### src/design/spg_pkg.sv
// Shared types, constants and helpers for the Sobol point generator.
// No dependencies; every other design file imports this package.
`default_nettype none

package spg_pkg;

	localparam int FRACTION_BITS_DEF = 32;
	localparam int MAX_DEGREE_DEF    = 10;
	localparam int WORD_W            = 32;
	localparam int NUM_WORDS         = 32;
	localparam int WADDR_W           = 5;
	localparam int DEG_W             = 4;
	localparam int COEFF_W           = 9;
	localparam int INIT_W            = 55;
	localparam int IDX_W             = 33;
	localparam int CFG_IDX_W         = 2;
	localparam int IN_W              = 8;

	typedef enum logic [CFG_IDX_W-1:0] {
		CFG_FIRST_DIM,
		CFG_POLY_DEGREE,
		CFG_POLY_COEFFS,
		CFG_INIT_NUMBERS
	} cfg_reg_t;

	typedef enum logic [1:0] {
		OP_ZERO,
		OP_STEP,
		OP_HOLD
	} step_op_t;

	typedef struct packed {
		logic               en;
		logic [WADDR_W-1:0] addr;
		logic [WORD_W-1:0]  data;
	} dir_wr_t;

	typedef struct packed {
		step_op_t          op;
		logic [WORD_W-1:0] number;
		logic [WORD_W-1:0] word;
	} step_t;

	// position of the lowest set bit; isolate it, then encode the one-hot word
	function automatic logic [WADDR_W-1:0] trailing_zeros(input logic [WORD_W-1:0] x);
		logic [WORD_W-1:0]  low;
		logic [WADDR_W-1:0] r;
		low = x & (~x + WORD_W'(1));
		r   = '0;
		for (int i = 0; i < WORD_W; i++) begin
			if (low[i])
				r = r | WADDR_W'(i);
		end
		return r;
	endfunction

endpackage

`default_nettype wire

### src/design/spg_dirgen.sv
// Configuration registers and the direction word sequencer.
// Derives one direction word per cycle after reset and after each write.
// Depends on spg_pkg.
`default_nettype none

module spg_dirgen #(
	parameter int MAX_DEGREE = spg_pkg::MAX_DEGREE_DEF
) (
	input  wire logic                         clk,
	input  wire logic                         arst_n,
	input  wire logic                         cfg_valid,
	output logic                              cfg_ready,
	input  wire logic [spg_pkg::CFG_IDX_W-1:0] cfg_index,
	input  wire logic [spg_pkg::INIT_W-1:0]    cfg_data,
	output logic                              busy,
	output spg_pkg::dir_wr_t                  wr
);
	import spg_pkg::*;

	logic                     first_q;
	logic [DEG_W-1:0]         deg_q;
	logic [COEFF_W-1:0]       coeff_q;
	logic [INIT_W-1:0]        init_q;
	logic                     busy_q;
	logic [WADDR_W-1:0]       cnt_q;
	logic [WORD_W-1:0]        win_q [MAX_DEGREE];

	logic                     cfg_fire;
	logic [DEG_W-1:0]         s_eff;
	logic [DEG_W-1:0]         cidx;
	logic [WORD_W-1:0]        v_first;
	logic [WORD_W-1:0]        v_init;
	logic [WORD_W-1:0]        v_rec;
	logic [WORD_W-1:0]        base;
	logic [WORD_W-1:0]        m_i;
	logic [WORD_W-1:0]        v;

	assign cfg_ready = 1'b1;
	assign cfg_fire  = cfg_valid && cfg_ready;

	always_comb begin
		if (deg_q == '0)
			s_eff = DEG_W'(1);
		else if (deg_q > DEG_W'(MAX_DEGREE))
			s_eff = DEG_W'(MAX_DEGREE);
		else
			s_eff = deg_q;
	end

	always_comb begin
		v_first = {1'b1, {(WORD_W-1){1'b0}}} >> cnt_q;

		m_i = '0;
		for (int k = 1; k <= MAX_DEGREE; k++) begin
			if (cnt_q == WADDR_W'(k - 1))
				m_i = WORD_W'((init_q >> (k * (k - 1) / 2)) & ((INIT_W'(1) << k) - INIT_W'(1)));
		end
		v_init = m_i << (WADDR_W'(WORD_W - 1) - cnt_q);

		base = '0;
		for (int k = 0; k < MAX_DEGREE; k++) begin
			if (s_eff == DEG_W'(k + 1))
				base = win_q[k];
		end
		v_rec = base ^ (base >> s_eff);
		cidx  = '0;
		for (int k = 1; k < MAX_DEGREE; k++) begin
			cidx = s_eff - DEG_W'(1) - DEG_W'(k);
			if ((DEG_W'(k) < s_eff) && coeff_q[cidx])
				v_rec = v_rec ^ win_q[k-1];
		end

		if (first_q)
			v = v_first;
		else if ({1'b0, cnt_q} < {{(WADDR_W+1-DEG_W){1'b0}}, s_eff})
			v = v_init;
		else
			v = v_rec;
	end

	always_ff @(posedge clk or negedge arst_n) begin
		if (!arst_n) begin
			first_q <= 1'b1;
			deg_q   <= DEG_W'(1);
			coeff_q <= '0;
			init_q  <= INIT_W'(1);
			busy_q  <= 1'b1;
			cnt_q   <= '0;
		end else if (cfg_fire) begin
			case (cfg_reg_t'(cfg_index))
				CFG_FIRST_DIM:    first_q <= cfg_data[0];
				CFG_POLY_DEGREE:  deg_q   <= cfg_data[DEG_W-1:0];
				CFG_POLY_COEFFS:  coeff_q <= cfg_data[COEFF_W-1:0];
				CFG_INIT_NUMBERS: init_q  <= cfg_data;
				default: ;
			endcase
			busy_q <= 1'b1;
			cnt_q  <= '0;
		end else if (busy_q) begin
			cnt_q <= cnt_q + WADDR_W'(1);
			if (cnt_q == WADDR_W'(NUM_WORDS - 1))
				busy_q <= 1'b0;
		end
	end

	// shift the window of recent words
	always_ff @(posedge clk) begin
		if (busy_q) begin
			win_q[0] <= v;
			for (int k = 1; k < MAX_DEGREE; k++)
				win_q[k] <= win_q[k-1];
		end
	end

	assign busy    = busy_q;
	assign wr.en   = busy_q;
	assign wr.addr = cnt_q;
	assign wr.data = v;

endmodule

`default_nettype wire

### src/design/spg_index.sv
// Input stage: index counter, Gray-code column select and the direction word memory.
// Depends on spg_pkg; written by spg_dirgen, feeds spg_accum.
`default_nettype none

module spg_index (
	input  wire logic              clk,
	input  wire logic              arst_n,
	input  wire logic              in_valid,
	output logic                   in_ready,
	input  wire logic              restart,
	input  wire logic              busy,
	input  wire spg_pkg::dir_wr_t  wr,
	input  wire logic              s2_ready,
	output logic                   valid_s1,
	output spg_pkg::step_t         step_s1
);
	import spg_pkg::*;

	logic [WORD_W-1:0]  mem [NUM_WORDS];
	logic [IDX_W-1:0]   idx_q;
	logic               v_s1;
	step_op_t           op_s1;
	logic [WORD_W-1:0]  num_s1;
	logic [WORD_W-1:0]  word_s1;

	logic               en1;
	logic               accept;
	step_op_t           op_c;
	logic [WORD_W-1:0]  num_c;
	logic [IDX_W-1:0]   idx_c;
	logic [WADDR_W-1:0] col;

	assign en1      = !v_s1 || s2_ready;
	assign in_ready = en1 && !busy;
	assign accept   = in_valid && in_ready;
	assign col      = trailing_zeros(idx_q[WORD_W-1:0]);

	always_comb begin
		if (restart || idx_q == '0) begin
			op_c  = OP_ZERO;
			num_c = '0;
			idx_c = IDX_W'(1);
		end else if (idx_q[IDX_W-1]) begin
			op_c  = OP_HOLD;
			num_c = '1;
			idx_c = idx_q;
		end else begin
			op_c  = OP_STEP;
			num_c = idx_q[WORD_W-1:0];
			idx_c = idx_q + IDX_W'(1);
		end
	end

	always_ff @(posedge clk or negedge arst_n) begin
		if (!arst_n) begin
			idx_q <= '0;
			v_s1  <= 1'b0;
		end else begin
			if (accept)
				idx_q <= idx_c;
			if (en1)
				v_s1 <= accept;
		end
	end

	always_ff @(posedge clk) begin
		if (wr.en)
			mem[wr.addr] <= wr.data;
		if (accept) begin
			word_s1 <= mem[col];
			op_s1   <= op_c;
			num_s1  <= num_c;
		end
	end

	assign valid_s1       = v_s1;
	assign step_s1.op     = op_s1;
	assign step_s1.number = num_s1;
	assign step_s1.word   = word_s1;

endmodule

`default_nettype wire

### src/design/spg_accum.sv
// Point accumulator and result register.
// Depends on spg_pkg; fed by spg_index.
`default_nettype none

module spg_accum #(
	parameter int FRACTION_BITS = spg_pkg::FRACTION_BITS_DEF
) (
	input  wire logic                        clk,
	input  wire logic                        arst_n,
	input  wire logic                        valid_s1,
	input  wire spg_pkg::step_t              step_s1,
	output logic                             s2_ready,
	output logic                             out_valid,
	input  wire logic                        out_ready,
	output logic [FRACTION_BITS-1:0]         point_fraction,
	output logic [spg_pkg::WORD_W-1:0]       point_number,
	output logic                             exhausted
);
	import spg_pkg::*;

	logic [WORD_W-1:0] point_q;
	logic              valid_s2;
	logic [WORD_W-1:0] num_s2;
	logic              exh_s2;

	assign s2_ready = !valid_s2 || out_ready;

	always_ff @(posedge clk or negedge arst_n) begin
		if (!arst_n) begin
			point_q  <= '0;
			valid_s2 <= 1'b0;
		end else if (s2_ready) begin
			valid_s2 <= valid_s1;
			if (valid_s1) begin
				case (step_s1.op)
					OP_ZERO: point_q <= '0;
					OP_STEP: point_q <= point_q ^ step_s1.word;
					OP_HOLD: point_q <= point_q;
					default: point_q <= point_q;
				endcase
			end
		end
	end

	always_ff @(posedge clk) begin
		if (s2_ready && valid_s1) begin
			num_s2 <= step_s1.number;
			exh_s2 <= (step_s1.op == OP_HOLD);
		end
	end

	assign out_valid      = valid_s2;
	assign point_fraction = point_q[WORD_W-1 -: FRACTION_BITS];
	assign point_number   = num_s2;
	assign exhausted      = exh_s2;

endmodule

`default_nettype wire

### src/design/sobol_point_generator_top.sv
// Top level of the Sobol point generator, one dimension in Gray-code order.
// Depends on spg_pkg, spg_dirgen, spg_index and spg_accum.
//
// channel  direction  handshake                tdata / payload
// -------  ---------  -----------------------  ---------------------------------------
// s_       in         s_tvalid / s_tready      [0] restart
// m_       out        m_tvalid / m_tready      fraction, number[32], exhausted[1]
// cfg_     in         cfg_valid / cfg_ready    cfg_index, cfg_data
//
// One transaction per cycle unless busy or stalled; input is registered in s1, then s2.
// After reset and after every configuration write the sequencer derives the 32
// direction words, one per cycle; s_tready stays low meanwhile.
// A stalled m_ side holds the result register; one more item may enter and wait
// in the input stage before s_tready drops.
`default_nettype none

module sobol_point_generator_top #(
	parameter int FRACTION_BITS = spg_pkg::FRACTION_BITS_DEF,
	parameter int MAX_DEGREE    = spg_pkg::MAX_DEGREE_DEF
) (
	input  wire logic                                      clk,
	input  wire logic                                      arst_n,
	input  wire logic                                      s_tvalid,
	output logic                                           s_tready,
	input  wire logic [spg_pkg::IN_W-1:0]                  s_tdata,  // [0] restart
	output logic                                           m_tvalid,
	input  wire logic                                      m_tready,
	// point_fraction, point_number, exhausted, then zero fill
	output logic [((FRACTION_BITS+spg_pkg::WORD_W+1+7)/8)*8-1:0] m_tdata,
	input  wire logic                                      cfg_valid,
	output logic                                           cfg_ready,
	input  wire logic [spg_pkg::CFG_IDX_W-1:0]             cfg_index,
	input  wire logic [spg_pkg::INIT_W-1:0]                cfg_data
);
	import spg_pkg::*;

	localparam int OUT_W = ((FRACTION_BITS + WORD_W + 1 + 7) / 8) * 8;

	logic                     busy;
	dir_wr_t                  wr;
	logic                     s2_ready;
	logic                     valid_s1;
	step_t                    step_s1;
	logic [FRACTION_BITS-1:0] point_fraction;
	logic [WORD_W-1:0]        point_number;
	logic                     exhausted;

	spg_dirgen #(
		.MAX_DEGREE(MAX_DEGREE)
	) u_dirgen (
		.clk       (clk),
		.arst_n    (arst_n),
		.cfg_valid (cfg_valid),
		.cfg_ready (cfg_ready),
		.cfg_index (cfg_index),
		.cfg_data  (cfg_data),
		.busy      (busy),
		.wr        (wr)
	);

	spg_index u_index (
		.clk      (clk),
		.arst_n   (arst_n),
		.in_valid (s_tvalid),
		.in_ready (s_tready),
		.restart  (s_tdata[0]),
		.busy     (busy),
		.wr       (wr),
		.s2_ready (s2_ready),
		.valid_s1 (valid_s1),
		.step_s1  (step_s1)
	);

	spg_accum #(
		.FRACTION_BITS(FRACTION_BITS)
	) u_accum (
		.clk            (clk),
		.arst_n         (arst_n),
		.valid_s1       (valid_s1),
		.step_s1        (step_s1),
		.s2_ready       (s2_ready),
		.out_valid      (m_tvalid),
		.out_ready      (m_tready),
		.point_fraction (point_fraction),
		.point_number   (point_number),
		.exhausted      (exhausted)
	);

	assign m_tdata = OUT_W'({exhausted, point_number, point_fraction});

endmodule

`default_nettype wire

### config.mk
export PLATFORM = sky130hd
export DESIGN_NAME = sobol_point_generator_top
export DESIGN_NICKNAME = d
export VERILOG_FILES = /design/src/design/spg_pkg.sv /design/src/design/spg_dirgen.sv /design/src/design/spg_index.sv /design/src/design/spg_accum.sv /design/src/design/sobol_point_generator_top.sv
export SDC_FILE = /design/constraint.sdc
export NUM_CORES = 2
export LEC_CHECK = 0
export BUFFER_PORTS_ARGS = -buffer_cell sky130_fd_sc_hd__buf_4
export CAP_MARGIN = 20
export CORE_MARGIN = 2
export CORE_UTILIZATION = 41
export DETAILED_ROUTE_END_ITERATION = 10
export GPL_TIMING_DRIVEN = 1
export PLACE_DENSITY_LB_ADDON = 0.1
export SLEW_MARGIN = 20
export SYNTH_ARGS = -nofsm -noshare
export SYNTH_HDL_FRONTEND = slang
export SYNTH_SLANG_ARGS = --single-unit
### constraint.sdc
create_clock -name clk -period 8.7 [get_ports clk]
set_input_delay 0.87 -clock clk [delete_from_list [all_inputs] [get_ports clk]]
set_output_delay 0.87 -clock clk [all_outputs]
set_load 0.005 [all_outputs]
==> metrics <==
outcome completed; CP arrival 7.39 ns; Vias 49,000; register area 46,900 um2; Synth-to-Final Area Change 13.7%; CTS Sinks 1,585; Total Power 0.0230 W; vias in the first global route 46,900; MaxCap Viol Count 0; CTS tree done; Rel. slew slack 20.4%; H-tree depth 4; Slew @ Worst Pin 1.19 ns; Async SR Flop Fraction 8.96%; Port Buffers 129; worst skew pair latency 0.82 ns; share of cells above drive strength 1 13.2%; WP data required 9.29 ns; RSZ-0062 raised after global routing no; ys flop type edfxtp_1; antenna-violating nets left 0; Final Max Slew Viols 0; synthesized instance count 5,684; largest net degree at the start of global routing 141; Mean Syn Cell Area 12.7 um2; Leak 29.2 nW; setup TNS 0 ns; routability cong. 0.925; root cell of the clock tree clkbuf_16; die area 179,000 um2; first-pass GRT wire length 338,000 um; fillcell total 15,600; Worst setup SP type flop; Tmin final 6.80 ns; Ys Warns 0; Multi-input gate area 23,700 um2; worst reg2reg setup slack 1.90 ns; Clock Skews 0.0463 ns; EDFF count, synth 1,443; initial antenna violation count 5; largest cells by area after synthesis edfxtp_1, nand2_1, dfrtp_1; r2r startpoint u_dirgen.deg_q[3]; fin crit share 78.2%; post-DR wirelength/cell 28.4 um; achievable frequency 147 MHz; Post-CTS Setup Inserts 0; utilization after layout 47.0%; number of synthesized register bits 1,585; Remaining DRCs 0; Commonest cells post-synth edfxtp_1, nand2_1, a21oi_1; r2r endpoint u_index.mem[26][26]; clock slew at reported path FFs 0.06 ns; WS Path Type reg -> reg; Initial Util 41.3%; PostCTS Resize Cnt 0; cts bufs inserted 174; leading area contributor after synthesis edfxtp_1; Detailed Place HPWL 135,000 um; Hold Path Class in -> async; most frequent cell after synthesis edfxtp_1; Mapped Area 72,000 um2; Die X 423 um; core area 174,000 um2; number of hold violations in the final report 0; CP Capture Type flop; total grt overflow 0; Yosys cell types 103; Rows 153; Overall Global Routing Usage 25.7%; top cell type's share of synthesized area 60.2%; Setup Viol. Count Final 0; maximum VDD drop 157 uV; CTS Hold Bufs 0; Power per Cell Area 281 nW/um2; I/O pin count 145; Detailed Routing Iterations Pass 1 9; Worst Reg-to-Reg Cells 16; post-synthesis sequential area ratio 65.1%; Iteration-0 DRC Markers 5,064; wirelength, routed 234,000 um; crit path max fanout 35; final net count 5,886; CTS Buffer Depth 3; die height 423 um; drt via density 5.94
-- layout by cell type (no fill, tap or decap), types with 109 or more instances in the layout --
cell type,netlist,routed
edfxtp_1,1443,1443
nand2_1,1081,1078
a21oi_1,351,348
buf_4,18,307
nand3_1,209,208
clkbuf_16,0,176
nor2_1,199,165
mux2i_1,145,145
o21ai_0,144,144
dfrtp_1,138,136
xnor2_1,119,119
a31oi_1,110,109
-- worst max-delay path, stage by stage (launching register included) --
cell       delay [ns]
dfrtp_2          0.69
buf_4            0.47
nand2b_1         0.20
buf_4            0.30
ha_1             0.69
a21boi_2         0.33
buf_4            0.47
o21ai_0          0.19
a2bb2oi_1        0.20
o32ai_1          0.46
o22ai_1          0.24
mux2i_1          0.43
a221oi_1         0.25
o32ai_1          0.45
xnor3_1          0.47
a222oi_1         0.35
buf_4            0.37
-- per-layer routing --
| layer | up-vias | global-route usage [%] | routed length [um] |
|---|---|---|---|
| met5 | - | 0 | 13 |
| met4 | 2 | 8.84 | 8170 |
| met3 | 438 | 3.94 | 15500 |
| met2 | 2006 | 40.6 | 109000 |
| met1 | 24900 | 36.3 | 102000 |
| li1 | 21700 | - | - |
-- through the flow --
step / cells / hold slack, ns / instance area, um2 / setup slack [ns]
2_1_floorplan: 5690 / 0.400 / 72000 / 1.66
3_3_place_gp: 7932 / 0.407 / 76300 / 1.94
3_5_place_dp: 7932 / 0.405 / 76300 / 2.11
4_1_cts: 8253 / 0.0191 / 81800 / 2.08
5_1_grt: 8256 / 0.0712 / 81900 / 1.72
6_report: 8261 / 0.0577 / 81900 / 1.90
-- worst max-delay path by stage --
stage	slack, ns	depth (start not counted)	startpoint	to
2_1_floorplan	1.66	2	u_dirgen.busy	u_index.mem[30][0]
3_3_place_gp	1.94	16	u_dirgen.deg_q[3]	u_index.mem[24][29]
3_5_place_dp	2.11	15	u_dirgen.deg_q[3]	u_index.mem[28][23]
4_1_cts	2.08	15	u_dirgen.deg_q[3]	u_index.mem[24][23]
5_1_grt	1.72	15	u_dirgen.deg_q[3]	u_index.mem[24][23]
6_report	1.90	16	u_dirgen.deg_q[3]	u_index.mem[26][26]
-- state kept, by name (all words and copies together) (netlist names) --
signal	cells
u_accum.exhausted	1
u_accum.out_valid	1
u_accum.point_fraction	32
u_accum.point_number	32
u_dirgen.busy	1
u_dirgen.cnt_q	5
u_dirgen.coeff_q	9
u_dirgen.deg_q	4
u_dirgen.first_q	1
u_dirgen.init_q	55
u_dirgen.win_q	320
u_index.idx_q	33
u_index.mem	1024
u_index.num_s1	32
u_index.op_s1	2
u_index.valid_s1	1
u_index.word_s1	32
-- power by group --
| group | internal (W) | switching, W |
|---|---|---|
| Sequential | 0.00959 | 0.000565 |
| Clock | 0.00407 | 0.00310 |
| Combinational | 0.00201 | 0.00364 |
-- layout make-up --
type	count	area share, %
multi-input combinational	3641	28.9
antenna	5	0.0153
clock buffer	225	5.64
tap	2325	3.55
inverter	61	0.281
sequential	1585	57.3
clock inverter	96	1.10
timing repair buffer	323	3.19
-- kinds of logic (layout without fill, tap and decap cells) --
kind of cell	count (synthesis)	after routing	synth area share, %
xor gates and xnor gates	255	255	4.76
other	2	13	0.0104
muxes	228	228	3.41
DFF	1585	1585	65.1
adders and majority gates	30	30	0.521
AOI/OAI and AO/OA	1297	1297	12.2
and+or+nand+nor	1823	1823	11.2
buffers and inverters	464	705	2.75
Note: power is estimated with default switching activity, not from simulation.
